==> src/assert_macros.svh <==
// Assertion macros shared by the RTL of the matrix multiplier.
// Each macro samples on clk and is disabled while rst_n is low.
`ifndef ASSERT_MACROS_SVH
`define ASSERT_MACROS_SVH

// The condition holds at every clock edge.
`define ASSERT_ALWAYS(label, cond, msg) \
    label: assert property (@(posedge clk) disable iff (!rst_n) (cond)) else $error(msg);

// The consequent holds in the same cycle as the antecedent.
`define ASSERT_IMPLY(label, pre, post, msg) \
    label: assert property (@(posedge clk) disable iff (!rst_n) (pre) |-> (post)) \
        else $error(msg);

// The consequent holds in the cycle after the antecedent.
`define ASSERT_NEXT(label, pre, post, msg) \
    label: assert property (@(posedge clk) disable iff (!rst_n) (pre) |=> (post)) \
        else $error(msg);

`endif

==> src/int16mm_pkg.sv <==
// Package for the int16 matrix multiplier: item kind codes, register indexes
// and the command and status structs between controller and datapath.
`timescale 1ns / 1ps

package int16mm_pkg;

    localparam logic [1:0] KIND_LOAD_A  = 2'd0;
    localparam logic [1:0] KIND_LOAD_B  = 2'd1;
    localparam logic [1:0] KIND_COMPUTE = 2'd2;

    localparam logic [1:0] CFG_ROWS_A = 2'd0;
    localparam logic [1:0] CFG_COLS_A = 2'd1;
    localparam logic [1:0] CFG_ROWS_B = 2'd2;
    localparam logic [1:0] CFG_COLS_B = 2'd3;

    typedef struct packed {
        logic load_a;
        logic load_b;
        logic start;
        logic issue;
        logic emit;
        logic emit_err;
    } dp_cmd_t;

    typedef struct packed {
        logic mismatch;
        logic k_last;
        logic elem_last;
        logic pipe_busy;
        logic out_free;
    } dp_status_t;

endpackage

==> src/int16mm_ctrl.sv <==
// Controller of the int16 matrix multiplier: sequences loads, the
// multiply-accumulate passes and the emission of each product word.
// Depends on int16mm_pkg.
`timescale 1ns / 1ps

module int16mm_ctrl
(
    input  logic                    clk,
    input  logic                    rst_n,
    input  logic                    in_valid,
    output logic                    in_stall,
    input  logic [1:0]              kind,
    input  int16mm_pkg::dp_status_t status,
    output int16mm_pkg::dp_cmd_t    cmd
);
    import int16mm_pkg::*;

    typedef enum logic [3:0] {
        S_IDLE  = 4'b0001,
        S_ISSUE = 4'b0010,
        S_DRAIN = 4'b0100,
        S_ERR   = 4'b1000
    } state_t;

    state_t state_reg;
    state_t state_next;
    logic   accept;

    assign in_stall = (state_reg != S_IDLE);
    assign accept   = in_valid && (state_reg == S_IDLE);

    always_comb
    begin
        state_next   = state_reg;
        cmd          = '0;
        case (state_reg)
            S_IDLE:
            begin
                if (accept)
                begin
                    cmd.load_a = (kind == KIND_LOAD_A);
                    cmd.load_b = (kind == KIND_LOAD_B);
                    if (kind == KIND_COMPUTE)
                    begin
                        if (status.mismatch)
                        begin
                            state_next = S_ERR;
                        end
                        else
                        begin
                            cmd.start  = 1'b1;
                            state_next = S_ISSUE;
                        end
                    end
                end
            end
            S_ISSUE:
            begin
                cmd.issue = 1'b1;
                if (status.k_last)
                begin
                    state_next = S_DRAIN;
                end
            end
            S_DRAIN:
            begin
                // The sum is complete once the read and multiply stages are empty.
                if (!status.pipe_busy && status.out_free)
                begin
                    cmd.emit   = 1'b1;
                    state_next = status.elem_last ? S_IDLE : S_ISSUE;
                end
            end
            S_ERR:
            begin
                if (status.out_free)
                begin
                    cmd.emit_err = 1'b1;
                    state_next   = S_IDLE;
                end
            end
            default:
            begin
                state_next = S_IDLE;
            end
        endcase
    end

    always_ff @(posedge clk or negedge rst_n)
    begin
        if (!rst_n)
        begin
            state_reg <= S_IDLE;
        end
        else
        begin
            state_reg <= state_next;
        end
    end

endmodule

==> src/int16mm_datapath.sv <==
// Datapath of the int16 matrix multiplier: dimension registers, the A and B
// element memories, loop counters, one multiply-accumulate unit and the
// output register. Depends on int16mm_pkg.
`timescale 1ns / 1ps

module int16mm_datapath
#(
    parameter int MAX_DIM = 8
)
(
    input  logic                    clk,
    input  logic                    rst_n,
    input  logic                    cfg_we,
    input  logic [1:0]              cfg_index,
    input  logic [3:0]              cfg_data,
    input  logic [2:0]              row,
    input  logic [2:0]              col,
    input  logic signed [15:0]      value,
    input  int16mm_pkg::dp_cmd_t    cmd,
    output int16mm_pkg::dp_status_t status,
    output logic                    out_valid,
    input  logic                    out_stall,
    output logic [2:0]              out_row,
    output logic [2:0]              out_col,
    output logic signed [15:0]      product_sum,
    output logic                    last,
    output logic                    dim_error
);
    import int16mm_pkg::*;

    localparam int DEPTH = MAX_DIM * MAX_DIM;
    localparam int IW    = (MAX_DIM > 1) ? $clog2(MAX_DIM) : 1;
    localparam int DW    = $clog2(MAX_DIM + 1);
    localparam int AW    = (DEPTH > 1) ? $clog2(DEPTH) : 1;

    logic [3:0]         rows_a_reg;
    logic [3:0]         cols_a_reg;
    logic [3:0]         rows_b_reg;
    logic [3:0]         cols_b_reg;
    logic [DW-1:0]      m_dim;
    logic [DW-1:0]      n_dim;
    logic [DW-1:0]      p_dim;
    logic [DW-1:0]      q_dim;

    logic signed [15:0] store_a_reg [DEPTH];
    logic signed [15:0] store_b_reg [DEPTH];
    logic signed [15:0] a_rd_reg;
    logic signed [15:0] b_rd_reg;
    logic [AW-1:0]      wr_addr;
    logic               load_ok;
    logic [AW-1:0]      rd_addr_a;
    logic [AW-1:0]      rd_addr_b;

    logic [IW-1:0]      i_reg;
    logic [IW-1:0]      j_reg;
    logic [IW-1:0]      k_reg;
    logic [IW-1:0]      i_next;
    logic [IW-1:0]      j_next;
    logic [IW-1:0]      k_next;
    logic               i_last;
    logic               j_last;
    logic               k_last;

    logic               rd_valid_reg;
    logic               mul_valid_reg;
    logic signed [31:0] prod_full;
    logic [15:0]        prod_reg;
    logic [15:0]        acc_reg;
    logic [15:0]        acc_next;

    logic               out_valid_reg;
    logic [2:0]         out_row_reg;
    logic [2:0]         out_col_reg;
    logic [15:0]        out_sum_reg;
    logic               out_last_reg;
    logic               out_err_reg;

    function automatic logic [DW-1:0] clamp_dim(input logic [3:0] d);
        logic [DW-1:0] r;
        if (d == 4'd0)
        begin
            r = DW'(1);
        end
        else if (int'(d) > MAX_DIM)
        begin
            r = DW'(MAX_DIM);
        end
        else
        begin
            r = DW'(d);
        end
        return r;
    endfunction

    assign m_dim = clamp_dim(rows_a_reg);
    assign n_dim = clamp_dim(cols_a_reg);
    assign p_dim = clamp_dim(rows_b_reg);
    assign q_dim = clamp_dim(cols_b_reg);

    always_ff @(posedge clk or negedge rst_n)
    begin
        if (!rst_n)
        begin
            rows_a_reg <= 4'd1;
            cols_a_reg <= 4'd1;
            rows_b_reg <= 4'd1;
            cols_b_reg <= 4'd1;
        end
        else if (cfg_we)
        begin
            case (cfg_index)
                CFG_ROWS_A: rows_a_reg <= cfg_data;
                CFG_COLS_A: cols_a_reg <= cfg_data;
                CFG_ROWS_B: rows_b_reg <= cfg_data;
                CFG_COLS_B: cols_b_reg <= cfg_data;
                default:    ;
            endcase
        end
    end

    // Element (r, c) of either matrix lives at address r * MAX_DIM + c.
    assign load_ok   = (int'(row) < MAX_DIM) && (int'(col) < MAX_DIM);
    assign wr_addr   = AW'(int'(row) * MAX_DIM + int'(col));
    assign rd_addr_a = AW'(int'(i_reg) * MAX_DIM + int'(k_reg));
    assign rd_addr_b = AW'(int'(k_reg) * MAX_DIM + int'(j_reg));

    always_ff @(posedge clk)
    begin
        if (cmd.load_a && load_ok)
        begin
            store_a_reg[wr_addr] <= value;
        end
        a_rd_reg <= store_a_reg[rd_addr_a];
    end

    always_ff @(posedge clk)
    begin
        if (cmd.load_b && load_ok)
        begin
            store_b_reg[wr_addr] <= value;
        end
        b_rd_reg <= store_b_reg[rd_addr_b];
    end

    assign i_last = (DW'(i_reg) == m_dim - DW'(1));
    assign j_last = (DW'(j_reg) == q_dim - DW'(1));
    assign k_last = (DW'(k_reg) == n_dim - DW'(1));

    always_comb
    begin
        i_next   = i_reg;
        j_next   = j_reg;
        k_next   = k_reg;
        acc_next = acc_reg;
        if (mul_valid_reg)
        begin
            acc_next = acc_reg + prod_reg;
        end
        if (cmd.start)
        begin
            i_next   = '0;
            j_next   = '0;
            k_next   = '0;
            acc_next = '0;
        end
        else if (cmd.issue)
        begin
            k_next = k_last ? '0 : k_reg + IW'(1);
        end
        else if (cmd.emit)
        begin
            acc_next = '0;
            if (j_last)
            begin
                j_next = '0;
                i_next = i_reg + IW'(1);
            end
            else
            begin
                j_next = j_reg + IW'(1);
            end
        end
    end

    // Only the low 16 bits of each product reach the wrapped sum.
    assign prod_full = a_rd_reg * b_rd_reg;

    always_ff @(posedge clk)
    begin
        prod_reg <= prod_full[15:0];
        acc_reg  <= acc_next;
        i_reg    <= i_next;
        j_reg    <= j_next;
        k_reg    <= k_next;
    end

    always_ff @(posedge clk or negedge rst_n)
    begin
        if (!rst_n)
        begin
            rd_valid_reg  <= 1'b0;
            mul_valid_reg <= 1'b0;
            out_valid_reg <= 1'b0;
        end
        else
        begin
            rd_valid_reg  <= cmd.issue;
            mul_valid_reg <= rd_valid_reg;
            if (cmd.emit || cmd.emit_err)
            begin
                out_valid_reg <= 1'b1;
            end
            else if (!out_stall)
            begin
                out_valid_reg <= 1'b0;
            end
        end
    end

    always_ff @(posedge clk)
    begin
        if (cmd.emit)
        begin
            out_row_reg  <= 3'(i_reg);
            out_col_reg  <= 3'(j_reg);
            out_sum_reg  <= acc_reg;
            out_last_reg <= i_last && j_last;
            out_err_reg  <= 1'b0;
        end
        else if (cmd.emit_err)
        begin
            out_row_reg  <= 3'd0;
            out_col_reg  <= 3'd0;
            out_sum_reg  <= 16'd0;
            out_last_reg <= 1'b1;
            out_err_reg  <= 1'b1;
        end
    end

    assign status.mismatch  = (n_dim != p_dim);
    assign status.k_last    = k_last;
    assign status.elem_last = i_last && j_last;
    assign status.pipe_busy = rd_valid_reg || mul_valid_reg;
    assign status.out_free  = !out_valid_reg || !out_stall;

    assign out_valid   = out_valid_reg;
    assign out_row     = out_row_reg;
    assign out_col     = out_col_reg;
    assign product_sum = out_sum_reg;
    assign last        = out_last_reg;
    assign dim_error   = out_err_reg;

endmodule

==> src/int16_matrix_multiply.sv <==
// Load words are taken back to back while the block is idle. A compute word gives
// rows_a * cols_b product words; each sums cols_a reads through the single
// multiply-accumulate unit, then the two stages of read and multiply drain.
// A dimension mismatch presents its single error word once the output is free.
// Reset is asynchronous, active low; it sets the dimensions to 1 and empties
// the output register; the element memories hold undefined data until loaded.
`timescale 1ns / 1ps
`include "assert_macros.svh"

module int16_matrix_multiply
#(
    parameter int MAX_DIM = 8
)
(
    input  logic               clk,
    input  logic               rst_n,
    input  logic               cfg_we,
    input  logic [1:0]         cfg_index,
    input  logic [3:0]         cfg_data,
    input  logic               in_valid,
    output logic               in_stall,
    input  logic [1:0]         kind,
    input  logic [2:0]         row,
    input  logic [2:0]         col,
    input  logic signed [15:0] value,
    output logic               out_valid,
    input  logic               out_stall,
    output logic [2:0]         out_row,
    output logic [2:0]         out_col,
    output logic signed [15:0] product_sum,
    output logic               last,
    output logic               dim_error
);
    import int16mm_pkg::*;

    dp_cmd_t    cmd;
    dp_status_t status;

    int16mm_ctrl u_ctrl
    (
        .clk      (clk),
        .rst_n    (rst_n),
        .in_valid (in_valid),
        .in_stall (in_stall),
        .kind     (kind),
        .status   (status),
        .cmd      (cmd)
    );

    int16mm_datapath #(
        .MAX_DIM (MAX_DIM)
    ) u_datapath
    (
        .clk         (clk),
        .rst_n       (rst_n),
        .cfg_we      (cfg_we),
        .cfg_index   (cfg_index),
        .cfg_data    (cfg_data),
        .row         (row),
        .col         (col),
        .value       (value),
        .cmd         (cmd),
        .status      (status),
        .out_valid   (out_valid),
        .out_stall   (out_stall),
        .out_row     (out_row),
        .out_col     (out_col),
        .product_sum (product_sum),
        .last        (last),
        .dim_error   (dim_error)
    );

    `ASSERT_ALWAYS(a_cmd_exclusive, $onehot0({cmd.start, cmd.issue, cmd.emit, cmd.emit_err}), "more than one datapath command at once")
    `ASSERT_IMPLY(a_emit_needs_room, cmd.emit || cmd.emit_err, status.out_free, "result written over a word still waiting")
    `ASSERT_IMPLY(a_emit_after_drain, cmd.emit, !status.pipe_busy, "product emitted before its sum is complete")
    `ASSERT_NEXT(a_err_word, cmd.emit_err, out_valid && dim_error && last, "error word not presented")

endmodule

==> config.mk <==
export PLATFORM = sky130hd
export DESIGN_NAME = int16_matrix_multiply
export DESIGN_NICKNAME = d
export VERILOG_FILES = /design/src/int16mm_pkg.sv /design/src/int16mm_ctrl.sv /design/src/int16mm_datapath.sv /design/src/int16_matrix_multiply.sv
export VERILOG_INCLUDE_DIRS = /design/src /design/src/src
export SDC_FILE = /design/constraint.sdc
export NUM_CORES = 2
export LEC_CHECK = 0
export BUFFER_PORTS_ARGS = -buffer_cell sky130_fd_sc_hd__buf_2
export CAP_MARGIN = 40
export CORE_MARGIN = 2
export CORE_UTILIZATION = 45
export DETAILED_ROUTE_END_ITERATION = 10
export SYNTH_ARGS = -nofsm -noshare
export SYNTH_HDL_FRONTEND = slang
export SYNTH_HIERARCHICAL = 1
export SYNTH_SLANG_ARGS = --single-unit
==> constraint.sdc <==
create_clock -name clk -period 6.95 [get_ports clk]
set_input_delay 0.695 -clock clk [delete_from_list [all_inputs] [get_ports clk]]
set_output_delay 0.695 -clock clk [all_outputs]
set_load 0.005 [all_outputs]
==> results.toml <==
[sta]
rsz_0062_raised_after_global_routing = "no"
max_freq_mhz = 192
finalWorstPathRequiredPeriod_ns = 5.22
number_of_hold_slack_violations_in_the_final_timing_report = 0
worst_slew_pin_slew_ns = 1.02
timing.setup.tns_ns = 0
drv_slew = 0
max-slew-margin-rel = 0.320
report.final.setup_viol = 0
hold_ws_ns = 0.133
finalCritPeriodShare = 0.751
timing.clock.skew_ns = 0.0421

[cells_and_area]
post-route-util = 0.512
final_layout_size_suffix_gt1_frac = 0.298
final_nets = 4453
synthesis_to_layout_area_growth_pct = 13.1
instances_no_fill = 6979

[critical_path]
crit_path_start_kind = "register"
crit_path_end_kind = "register"
critical-path-max-stage-delay_ns = 0.72
critPathCapture = "u_datapath/prod_reg[13]"
worst-r2r-setup-slack_ns = 1.73
cp.required_ns = 7.73
cp_max_fo = 15
cp.buffers_inverters = 3
timing.rr.end = "u_datapath/prod_reg[13]"
rr_startpoint = "u_datapath/b_rd_reg[1]"
crit_path_leading_delay_family = "adder cells"
path_depth = 16
crit_top_cell = "sky130_fd_sc_hd__fa_1"
r2r_cells = 16
crit_path_top_delay_cell = "sky130_fd_sc_hd__dfxtp_1"
cp_cell_sequence = "nand2_1, fa_1, fa_1, inv_1, fa_1, fa_1, fa_1, inv_1, fa_1, inv_1, ha_1, nand3_1, nand2_1, a41oi_1, nor2b_1, xnor2_1"
cp_data_arrival_time_ns = 6.00
critical_path_class = "register to register"
setup.worst_path.start = "u_datapath/b_rd_reg[1]"

[synth]
post_synth_main_area_contributors = "sky130_fd_sc_hd__edfxtp_1 (71%), sky130_fd_sc_hd__mux4_2 (17%), sky130_fd_sc_hd__fa_1 (1.8%)"
syn_area_sq_mm = 0.0871
synth_seq_area_share = 0.738
post_synth_and_or_nand_nor_area_fraction = 0.0251
yosysUniqueCellTypes = 56
ys_warn_count = 6
main_combinational_cell_family_by_area_after_synthesis = "multiplexers"
ys_seq_elements = 2168
synthCells = 3974
avgSynthCellArea_sq_um = 21.9
post_synth_xor_area_fraction = 0.00714
synth_compound_gate_area_share = 0.00549
yosys.area.top_type = "sky130_fd_sc_hd__edfxtp_1"
synth_fp_nets = 4171
synth_adder_area_share = 0.0302
synth-edff-count = 2071
flip_flop_cell_with_the_highest_count_after_synthesis = "sky130_fd_sc_hd__edfxtp_1"
synth-async-reset-ratio = 0.0106
synth_top_area_frac = 0.714
share_of_cell_area_taken_by_muxes_after_synthesis = 0.177

[global_route]
grt.overflow.total = 0
grt_pass1_vias = 41158
grt.total_usage = 0.212
grt_start_max_net_pins = 108
antenna_found_initial = 25
wire_length_of_the_first_global_routing_pass_microns = 298000

[detailed_routing]
first_pass_iters = 5
wl_per_cell_microns = 29.7
num_vias = 40569
route.detailed.vias_per_inst = 5.81
first_iter_violations = 4391
postRouteWirelength_microns = 207000
drc = 0
route.antenna.remaining_nets = 0

[placed_design]
gp_congestion = 0.821
dpl.cell_count = 6562
number_of_port_buffers = 60
detailedPlacementHpwl_microns = 120000

[clock_network]
cts.sink_count = 2168
clock_tree.buffer_depth = 3
postCtsSetupBuffers = 0
cts_buffers = 217
ctsResizeCount = 0
tritoncts_clock_tree = "done"
ctsHtreeMaxLevel = 4
worst_skew_pair.late_latency_ns = 0.88
clock_tree.root_cell = "sky130_fd_sc_hd__clkbuf_16"
ctsHoldBuffers = 1
worst_setup_hold_path_clk_slew_ns = 0.06

[run]
max-cap-violations = 0

[power]
p_per_area_mw_per_mm2 = 499
p_leak_nw = 31.5
peakVddDrop_mv = 1.98

[die]
coreArea_sq_mm = 0.192
initial_utilization = 0.453
floorplan.die.width_microns = 444
placementRows = 161
die-height_microns = 444
top_level_ports = 61
die_area_sq_mm = 0.197

[run_status]
outcome = "completed"

[worst_hold_path]
hold_path.class = "primary input to register"
-- metrics by stage --
stage | instance area [sq um] | power, mW | worst slack (ns)
6_report | 98500 | 49.2 | 1.73
5_1_grt | 98500 | 52.1 | 1.43
4_1_cts | 98500 | 49.8 | 1.69
3_5_place_dp | 91500 | 38.4 | 1.72
3_3_place_gp | 91300 | 38.2 | 1.79
2_1_floorplan | 87100 | 33.3 | 2.13
-- cell type report --
class / count / area, sq um
flip-flops and latches: 2168 / 64300
clock inverters: 131 / 1190
repair buffers: 257 / 2050
diodes: 6 / 15.0
multi-input cells: 1466 / 21500
inverters: 146 / 548
fillers: 14986 / 93900
well taps: 2526 / 3160
clock buffers: 279 / 5770
-- power breakdown --
group,switching (mW),internal (mW),total (mW)
sequential,0.613,14.9,15.5
clock,4.96,6.40,11.4
combinational,11.8,10.6,22.4
total,17.4,31.8,49.2
-- synthesized netlist by cell type (all sizes together) (4+ instances only) --
cell type and count:
edfxtp 2071, mux4 672, nor2 178, inv 146, nand2 106, clkbuf 102, buf 92, and2 88
ha 82, fa 80, dfxtp 74, xnor2 54, a21oi 20, dfrtp 18, xor2 17, mux2 16
mux2i 14, o21ai 14, nor3 13, nand2b 10, nand3 10, nand3b 10, nor2b 9, a21o 7
o21bai 6, or3b 6, a211oi 5, dfstp 5, nor3b 5, o21a 5, and3 4, nor4b 4
or3 4
-- routing by layer --
metal,up-vias,GRT usage,routed length (microns)
met2,1494,0.317,94900
met3,302,0.0501,17700
met4,0,0.0664,5730
li1,16848,-,-
met1,21925,0.311,88800
met5,-,0,0
-- logic make-up after synthesis --
logic type                 after synthesis
buffers and inverters                  340
AOI/OAI and AO/OA                       73
xor gates and xnor gates                71
and+or+nand+nor                        458
adders and majority gates              162
DFF                                   2168
muxes                                  702
-- layout by cell type, fill, tap and decap left out, drive strengths merged, types with 9 or more instances in the layout --
cell type	synthesis	final
dfrtp	18	18
nand2	106	106
ha	82	82
nor2b	9	9
inv	146	153
bufinv	0	14
and2	88	88
mux4	672	672
edfxtp	2071	2071
dfxtp	74	74
nand3b	10	10
mux2	16	16
fa	80	80
nor3	13	13
nand2b	10	10
a21oi	20	20
buf	92	256
mux2i	14	14
xor2	17	17
clkbuf	102	279
clkinv	0	103
o21ai	14	14
xnor2	54	54
nand3	10	10
nor2	178	178
-- worst register-to-register path: cells and delay by family (launching register included) --
| kind | cells | cell delay, ns |
|---|---|---|
| buffers and inverters | 3 | 0.14 |
| AO/OA/AOI/OAI | 1 | 0.23 |
| AND/OR/NAND/NOR | 4 | 0.53 |
| adder cells (fa/ha/maj) | 7 | 3.40 |
| XOR/XNOR | 1 | 0.13 |
| flip-flops | 1 | 0.72 |
-- how the worst min path moves through the flow --
stage / slack (ns) / end / cells past startpoint / startpoint
finish: 0.13 / u_datapath/rows_b_reg[1] / 2 / cfg_data[1]
global route: 0.1 / u_datapath/cols_a_reg[1] / 2 / cfg_data[1]
CTS: 0.06 / u_datapath/cols_b_reg[3] / 2 / cfg_data[3]
detailed placement: 0.37 / u_datapath/mul_valid_reg / 0 / u_datapath/rd_valid_reg
global placement: 0.36 / u_datapath/mul_valid_reg / 0 / u_datapath/rd_valid_reg
floorplan: 0.35 / u_datapath/mul_valid_reg / 0 / u_datapath/rd_valid_reg
Note: power is estimated with default switching activity, not from simulation.
